==> src/rtl/smsp_pkg.sv <==
// smsp_pkg: constants, opcodes and shared types of the shuffled minimal
// standard generator. No dependencies.
`default_nettype none

package smsp_pkg;

   localparam int VALUE_WIDTH = 31;
   localparam int MUL_WIDTH   = 15;

   localparam logic [MUL_WIDTH-1:0]   LEHMER_MUL = 15'd16807;
   localparam logic [VALUE_WIDTH:0]   LEHMER_MOD = 32'd2147483647;

   localparam int TABLE_DEPTH_DEFAULT = 32;
   localparam int WARMUP_EXTRA        = 8;

   localparam logic OP_DRAW   = 1'b0;
   localparam logic OP_RESEED = 1'b1;

   // request into the index unit
   typedef struct packed {
      logic                   start;
      logic [VALUE_WIDTH-1:0] value;
   } idx_req_type;

endpackage

`default_nettype wire

==> src/rtl/smsp_lehmer.sv <==
// smsp_lehmer: one Lehmer step x * 16807 mod (2^31 - 1), Mersenne fold.
// Depends on smsp_pkg.
`default_nettype none

module smsp_lehmer (
   input  wire logic [smsp_pkg::VALUE_WIDTH-1:0] x,
   output logic      [smsp_pkg::VALUE_WIDTH-1:0] y
);
   import smsp_pkg::*;

   localparam int PW = VALUE_WIDTH + MUL_WIDTH;

   logic [PW-1:0]          prod;
   logic [VALUE_WIDTH:0]   fold;

   // 2^31 == 1 mod M, so high part adds onto low part; one subtract suffices
   always_comb begin
      prod = PW'(x) * PW'(LEHMER_MUL);
      fold = {1'b0, prod[VALUE_WIDTH-1:0]} + (VALUE_WIDTH+1)'(prod[PW-1:VALUE_WIDTH]);
      if (fold >= LEHMER_MOD) begin
         fold = fold - LEHMER_MOD;
      end
      y = fold[VALUE_WIDTH-1:0];
   end

endmodule

`default_nettype wire

==> src/rtl/smsp_index.sv <==
// smsp_index: table index = value / NDIV, clamped, in three registered stages
// (reciprocal multiply, back multiply, one-step correction). Depends on smsp_pkg.
`default_nettype none

module smsp_index #(
   parameter int TABLE_DEPTH = smsp_pkg::TABLE_DEPTH_DEFAULT
) (
   input  wire logic                       clock,
   input  wire logic                       reset,
   input  wire smsp_pkg::idx_req_type      req,
   output logic                            done,
   output logic [$clog2(TABLE_DEPTH)-1:0]  idx
);
   import smsp_pkg::*;

   localparam int IW = $clog2(TABLE_DEPTH);
   localparam int QW = $clog2(TABLE_DEPTH) + 2;
   localparam int PW = VALUE_WIDTH + QW;
   localparam longint unsigned NDIV =
      64'd1 + (64'(LEHMER_MOD) - 64'd1) / 64'(TABLE_DEPTH);
   // floor(2^31 / NDIV): estimate is exact or one low
   localparam longint unsigned RCP = (64'd1 << VALUE_WIDTH) / NDIV;

   logic                   v1_ff, v2_ff, v3_ff;
   logic [VALUE_WIDTH-1:0] val1_ff, val2_ff, mul2_ff;
   logic [QW-1:0]          q1_ff, q2_ff;
   logic [IW-1:0]          idx_ff;

   logic [PW-1:0]          prod1, prod2;
   logic [QW-1:0]          q1_in, q_fix;
   logic [VALUE_WIDTH-1:0] mul2_in, rem;
   logic [IW-1:0]          idx_in;

   always_comb begin
      prod1   = PW'(req.value) * PW'(RCP);
      q1_in   = prod1[PW-1:VALUE_WIDTH];
      prod2   = PW'(q1_ff) * PW'(NDIV);
      mul2_in = prod2[VALUE_WIDTH-1:0];
      rem     = val2_ff - mul2_ff;
      q_fix   = (rem >= VALUE_WIDTH'(NDIV)) ? q2_ff + QW'(1) : q2_ff;
      if (q_fix >= QW'(TABLE_DEPTH)) begin
         idx_in = IW'(TABLE_DEPTH - 1);
      end else begin
         idx_in = q_fix[IW-1:0];
      end
   end

   always_ff @(posedge clock) begin
      if (reset) begin
         v1_ff <= 1'b0;
         v2_ff <= 1'b0;
         v3_ff <= 1'b0;
      end else begin
         v1_ff <= req.start;
         v2_ff <= v1_ff;
         v3_ff <= v2_ff;
      end
   end

   always_ff @(posedge clock) begin
      if (req.start) begin
         val1_ff <= req.value;
         q1_ff   <= q1_in;
      end
      if (v1_ff) begin
         val2_ff <= val1_ff;
         q2_ff   <= q1_ff;
         mul2_ff <= mul2_in;
      end
      if (v2_ff) begin
         idx_ff <= idx_in;
      end
   end

   assign done = v3_ff;
   assign idx  = idx_ff;

endmodule

`default_nettype wire

==> src/rtl/smsp_table.sv <==
// smsp_table: shuffle table, one write port and one read port, registered read.
// Depends on smsp_pkg.
`default_nettype none

module smsp_table #(
   parameter int TABLE_DEPTH = smsp_pkg::TABLE_DEPTH_DEFAULT
) (
   input  wire logic                                clock,
   input  wire logic                                wr_en,
   input  wire logic [$clog2(TABLE_DEPTH)-1:0]      wr_addr,
   input  wire logic [smsp_pkg::VALUE_WIDTH-1:0]    wr_data,
   input  wire logic                                rd_en,
   input  wire logic [$clog2(TABLE_DEPTH)-1:0]      rd_addr,
   output logic      [smsp_pkg::VALUE_WIDTH-1:0]    rd_data
);
   import smsp_pkg::*;

   logic [VALUE_WIDTH-1:0] mem [TABLE_DEPTH];
   logic [VALUE_WIDTH-1:0] rd_data_ff;

   always_ff @(posedge clock) begin
      if (wr_en) begin
         mem[wr_addr] <= wr_data;
      end
   end

   always_ff @(posedge clock) begin
      if (rd_en) begin
         rd_data_ff <= mem[rd_addr];
      end
   end

   assign rd_data = rd_data_ff;

endmodule

`default_nettype wire

==> src/rtl/shuffled_minimal_standard_prng_unit.sv <==
// Shuffled minimal standard generator (Lehmer x*16807 mod 2^31-1, Bays-Durham).
// Plain draw: table read in ST_READ, result strobes in ST_EMIT, then ST_IDX
// waits for the divide unit to index the new output before the next accept.
// Reseed or first draw: D+8 warm-up steps, one per cycle, the last D through
// the table write port, then index and a plain draw. D = TABLE_DEPTH.
// Sync reset: generator = 1, shuffle output = 0 so the next draw initializes.
`default_nettype none

module shuffled_minimal_standard_prng_unit #(
   parameter int TABLE_DEPTH = smsp_pkg::TABLE_DEPTH_DEFAULT
) (
   input  wire logic                              clock,
   input  wire logic                              reset,
   input  wire logic                              start,
   output logic                                   busy,
   input  wire logic                              req_operation,
   input  wire logic [smsp_pkg::VALUE_WIDTH-1:0]  req_seed,
   output logic                                   rsp_strobe,
   output logic      [smsp_pkg::VALUE_WIDTH-1:0]  rsp_value
);
   import smsp_pkg::*;

   localparam int IW      = $clog2(TABLE_DEPTH);
   localparam int CW      = $clog2(TABLE_DEPTH + WARMUP_EXTRA);
   localparam int CNT_TOP = TABLE_DEPTH + WARMUP_EXTRA - 1;

   // sequencer states
   localparam logic [2:0] ST_IDLE = 3'd0;
   localparam logic [2:0] ST_INIT = 3'd1;  // warm-up and table fill
   localparam logic [2:0] ST_IDX  = 3'd2;  // wait for index of shuffle output
   localparam logic [2:0] ST_READ = 3'd3;  // table read, generator advance
   localparam logic [2:0] ST_EMIT = 3'd4;  // read data out, swap in new value

   logic [2:0]             state_ff, state_in;
   logic [CW-1:0]          cnt_ff, cnt_in;
   logic [VALUE_WIDTH-1:0] gen_ff, gen_in;
   logic [VALUE_WIDTH-1:0] shuf_ff, shuf_in;
   logic                   pend_ff, pend_in;   // a draw still owed for this item

   logic [VALUE_WIDTH-1:0] gen_next;
   idx_req_type            idx_req;
   logic                   idx_done;
   logic [IW-1:0]          idx;

   logic                   wr_en, rd_en;
   logic [IW-1:0]          wr_addr;
   logic [VALUE_WIDTH-1:0] wr_data, rd_data;
   logic                   accept;

   smsp_lehmer u_lehmer (
      .x (gen_ff),
      .y (gen_next)
   );

   smsp_index #(.TABLE_DEPTH(TABLE_DEPTH)) u_index (
      .clock (clock),
      .reset (reset),
      .req   (idx_req),
      .done  (idx_done),
      .idx   (idx)
   );

   // Read happens in ST_READ, write back to the same entry in ST_EMIT, so the
   // two never overlap and no forwarding is needed.
   smsp_table #(.TABLE_DEPTH(TABLE_DEPTH)) u_table (
      .clock   (clock),
      .wr_en   (wr_en),
      .wr_addr (wr_addr),
      .wr_data (wr_data),
      .rd_en   (rd_en),
      .rd_addr (idx),
      .rd_data (rd_data)
   );

   assign busy   = (state_ff != ST_IDLE);
   assign accept = start && !busy;

   always_comb begin
      state_in      = state_ff;
      cnt_in        = cnt_ff;
      gen_in        = gen_ff;
      shuf_in       = shuf_ff;
      pend_in       = pend_ff;
      idx_req.start = 1'b0;
      idx_req.value = gen_next;
      wr_en         = 1'b0;
      wr_addr       = idx;
      wr_data       = gen_ff;
      rd_en         = 1'b0;

      unique case (state_ff)
         ST_IDLE: begin
            if (accept) begin
               pend_in = 1'b1;
               cnt_in  = CW'(CNT_TOP);
               if (req_operation == OP_RESEED) begin
                  // seed zero is forced to one
                  gen_in   = (req_seed == '0) ? VALUE_WIDTH'(1) : req_seed;
                  state_in = ST_INIT;
               end else if (shuf_ff == '0 || gen_ff == '0) begin
                  // uninitialized (or collapsed) state restarts from one
                  gen_in   = VALUE_WIDTH'(1);
                  state_in = ST_INIT;
               end else begin
                  state_in = ST_READ;
               end
            end
         end
         ST_INIT: begin
            gen_in = gen_next;
            if (cnt_ff < CW'(TABLE_DEPTH)) begin
               wr_en   = 1'b1;
               wr_addr = cnt_ff[IW-1:0];
               wr_data = gen_next;
            end
            if (cnt_ff == '0) begin
               // entry 0 is the last value written: shuffle output without a read
               shuf_in       = gen_next;
               idx_req.start = 1'b1;
               idx_req.value = gen_next;
               state_in      = ST_IDX;
            end else begin
               cnt_in = cnt_ff - CW'(1);
            end
         end
         ST_IDX: begin
            if (idx_done) begin
               state_in = pend_ff ? ST_READ : ST_IDLE;
            end
         end
         ST_READ: begin
            rd_en    = 1'b1;
            gen_in   = gen_next;
            state_in = ST_EMIT;
         end
         ST_EMIT: begin
            wr_en         = 1'b1;
            wr_addr       = idx;
            wr_data       = gen_ff;
            shuf_in       = rd_data;
            idx_req.start = 1'b1;
            idx_req.value = rd_data;
            pend_in       = 1'b0;
            state_in      = ST_IDX;
         end
         default: begin
            state_in = ST_IDLE;
         end
      endcase
   end

   always_ff @(posedge clock) begin
      if (reset) begin
         state_ff <= ST_IDLE;
         pend_ff  <= 1'b0;
         gen_ff   <= VALUE_WIDTH'(1);
         shuf_ff  <= '0;
      end else begin
         state_ff <= state_in;
         pend_ff  <= pend_in;
         gen_ff   <= gen_in;
         shuf_ff  <= shuf_in;
      end
   end

   always_ff @(posedge clock) begin
      cnt_ff <= cnt_in;
   end

   assign rsp_strobe = (state_ff == ST_EMIT);
   assign rsp_value  = rd_data;

endmodule

`default_nettype wire

==> config.mk <==
export PLATFORM = sky130hd
export DESIGN_NAME = shuffled_minimal_standard_prng_unit
export DESIGN_NICKNAME = d
export VERILOG_FILES = /design/src/rtl/smsp_pkg.sv /design/src/rtl/smsp_lehmer.sv /design/src/rtl/smsp_index.sv /design/src/rtl/smsp_table.sv /design/src/rtl/shuffled_minimal_standard_prng_unit.sv
export SDC_FILE = /design/constraint.sdc
export NUM_CORES = 2
export LEC_CHECK = 0
export BUFFER_PORTS_ARGS = -buffer_cell sky130_fd_sc_hd__buf_4
export CAP_MARGIN = 20
export CORE_ASPECT_RATIO = 1.75
export CORE_UTILIZATION = 35
export CTS_CLUSTER_SIZE = 40
export DETAILED_ROUTE_END_ITERATION = 16
export PLACE_DENSITY_LB_ADDON = 0.2
export SYNTH_ARGS = -nofsm -noshare
export SYNTH_HDL_FRONTEND = slang
export SYNTH_SLANG_ARGS = --single-unit
==> constraint.sdc <==
create_clock -name clock -period 30 [get_ports clock]
set_input_delay 3 -clock clock [delete_from_list [all_inputs] [get_ports clock]]
set_output_delay 3 -clock clock [all_outputs]
set_load 0.01 [all_outputs]
==> run summary <==
Area post-placement: 0.0571 mm²
Gr usage total: 21.4%
RR Endpoint: u_table.mem[22][12]
DRT Wirelength: 165000 µm
Hold Fails Final Rpt: 0
Dpl hpwl: 107000 µm
Reg clk slew, reported paths: 70 ps
Delay of the slowest critical-path stage: 890 ps
Layout Cells excl Fill: 5507
Buf/Inv on CP: 6
Finished Cell Area: 0.0603 mm²
Starting DRT DRC Count: 2447
Clock skew: 33.6 ps
Worst Tran Pin Value: 1210 ps
Crit path kind: reg2reg
DIE WIDTH: 298 µm
TritonCTS clock tree: yes
Initial antenna violation count: 2
Main flop type after synthesis: edfxtp_1
Reg2Reg Depth: 37
Top achievable clock speed: 78.7 MHz
Most used cell, CP: inv_1
Final setup slack of the worst path: 17300 ps
Critical Path Stages: 37
Synth Cell Area: 0.0536 mm²
R2r setup slk: 17300 ps
CTS sink cnt: 1113
Die height: 520 µm
Worst setup EP type: flop
Post-synthesis cell type count: 97
Post-synthesis register bit count: 1113
Setup TNS: 0 ps
Final Wtd Congestion: 1.01
HP Class: reg2reg
Vias in the first global route: 32280
EDFF count, synth: 1044
Critical Path AT: 12890 ps
Sequential area share after synthesis: 61.1%
Routed len/inst: 29.9 µm
CTS Hold Bufs: 0
Later-pin clock latency in the skew report: 720 ps
Synthesized area per cell: 16.2 µm²
Synthesis Warnings: 0
CP max stage cell: a211oi_1
Total die area: 0.155 mm²
Final Cycle Share: 42.3%
PortBufs: 67
H-Tree Depth: 3
CTS root buf: clkbuf_16
Vias: 30507
P&R area growth vs syn: 12.6%
Post-CTS Setup Inserts: 0
Initial Util: 35.3%
Core region area: 0.152 mm²
Global-route wire length before repair: 235000 µm
CTS Buf Count: 97
Max-slew violations: 0
Status: completed
# resized after CTS: 0
RSZ-0062 raised after global routing: false
Placed cells: 5318
# setup viols final: 0
Syn nets: 3702
Final Critical Period: 12700 ps
Crit start category: flop
Via density: 5.54
Largest net degree at the start of global routing: 156
RR Startpoint: gen_ff[15]
Congestion Overflow GR: 0
Fraction of registers with async set/reset: 0%
DRT Pass-1 Iters: 5
Pre-CTS setup slack: 17320 ps
Req. time, crit path: 30190 ps
Post-layout net count: 3811
Crit. Startpoint: gen_ff[15]
Std cell rows: 189
Family with the most delay on the worst path: compound AO/OA/AOI/OAI gates
Critical Path End: u_table.mem[22][12]
Max cap viols: 0
Critical-path maximum fanout: 32
Rel. slew slack: 18.6%
IO Pins: 68
CTS Buffer Depth: 3
Final antenna-violating net count: 0
Post-Syn Instances: 3313
Remaining DRCs: 0
Share of layout cells above drive strength 1: 21.3%
==> state kept, by name, summed over array words and instances (netlist names), 3 cells and up <==
| name | cells |
|---|---|
| u_table.mem | 992 |
| gen_ff | 31 |
| shuf_ff | 31 |
| u_table.rd_data | 31 |
| cnt_ff | 6 |
| u_index.idx | 5 |
| u_index.val1_ff | 5 |
| u_index.val2_ff | 5 |
| state_ff | 3 |
==> logic make-up after synthesis <==
group | synth area share, %
flip-flops | 61.1
AND/OR/NAND/NOR | 5.10
buffers and inverters | 3.38
AO/OA/AOI/OAI | 5.35
adder cells (fa/ha/maj) | 10.1
multiplexers | 13.9
XOR/XNOR | 1.06
==> per-layer routing <==
layer	track usage (%)	wire, µm	vias to the layer above
met5	0	0	-
met4	11.1	9380	0
met3	2.61	7260	346
met2	40.1	89800	997
met1	23.4	58500	16120
li1	-	-	13044
==> synth_stat cells, types with 7 or more instances <==
cell / number / share of area [%]
ha_1: 220 / 5.1
nor4_1: 22 / 0.26
mux4_2: 310 / 13
dfxtp_1: 69 / 2.6
xor2_1: 19 / 0.31
o21ai_0: 73 / 0.68
xnor2_1: 46 / 0.75
buf_2: 14 / 0.13
buf_1: 30 / 0.21
clkbuf_1: 99 / 0.69
o211a_1: 7 / 0.13
a311oi_1: 8 / 0.13
nand4_1: 34 / 0.40
nor2_1: 136 / 0.95
nor3_1: 37 / 0.35
a22oi_1: 22 / 0.31
a211oi_1: 16 / 0.22
nand2_1: 123 / 0.86
a221oi_1: 18 / 0.29
a21o_1: 18 / 0.25
nand3_1: 71 / 0.66
edfxtp_1: 1044 / 59
a21oi_1: 110 / 1.0
and2_1: 11 / 0.13
inv_1: 313 / 2.2
a31oi_1: 19 / 0.22
mux2_2: 34 / 0.71
o21ai_1: 10 / 0.093
or3_1: 16 / 0.19
buf_4: 7 / 0.098
nor2b_1: 9 / 0.11
and3_1: 16 / 0.19
nand3b_1: 7 / 0.098
o31ai_1: 7 / 0.098
o22ai_1: 7 / 0.082
nand2b_1: 17 / 0.20
o211ai_1: 12 / 0.17
fa_1: 134 / 5.0
o21a_1: 14 / 0.20
==> cell usage in the layout (no fill, tap or decap), types with 36 or more instances in the layout <==
cell / instances
mux4_2: 310
nor2_1: 102
buf_4: 142
o21ai_0: 53
nand2_1: 123
a21oi_1: 107
clkbuf_16: 100
fa_1: 134
nand3_1: 71
edfxtp_1: 1044
nor3_1: 36
dfxtp_1: 69
ha_1: 220
inv_1: 313
xnor2_1: 46
==> how the worst min path moves through the flow <==
stage / cells after the start / startpoint / endpoint
global placement: 0 / u_index.val2_ff[30] / u_index.idx[4]
finish: 0 / u_index.val1_ff[30] / u_index.val2_ff[30]
detailed placement: 0 / u_index.val2_ff[27] / u_index.idx[1]
CTS: 0 / u_index.val1_ff[30] / u_index.val2_ff[30]
floorplan: 0 / u_index.val2_ff[26] / u_index.idx[0]
global route: 0 / u_index.val1_ff[26] / u_index.val2_ff[26]
==> stage by stage <==
step,util [%],hold slack (ps)
floorplan,-,400
global placement,37.5,403
detailed placement,37.6,408
CTS,39.6,425
global route,39.7,437
finish,39.7,425
==> area by class of cell <==
type | instances | area (µm²)
fillers | 13984 | 91500
flip-flops and latches | 1113 | 32700
inverters | 314 | 1180
multi-input cells | 1733 | 19500
well taps | 2005 | 2510
diodes | 2 | 5.00
repair buffers | 163 | 1420
clock buffers | 124 | 2550
clock inverters | 53 | 454
Power is not shown: default switching activity piles up to over one toggle a cycle in this logic, so the estimate is an artifact.
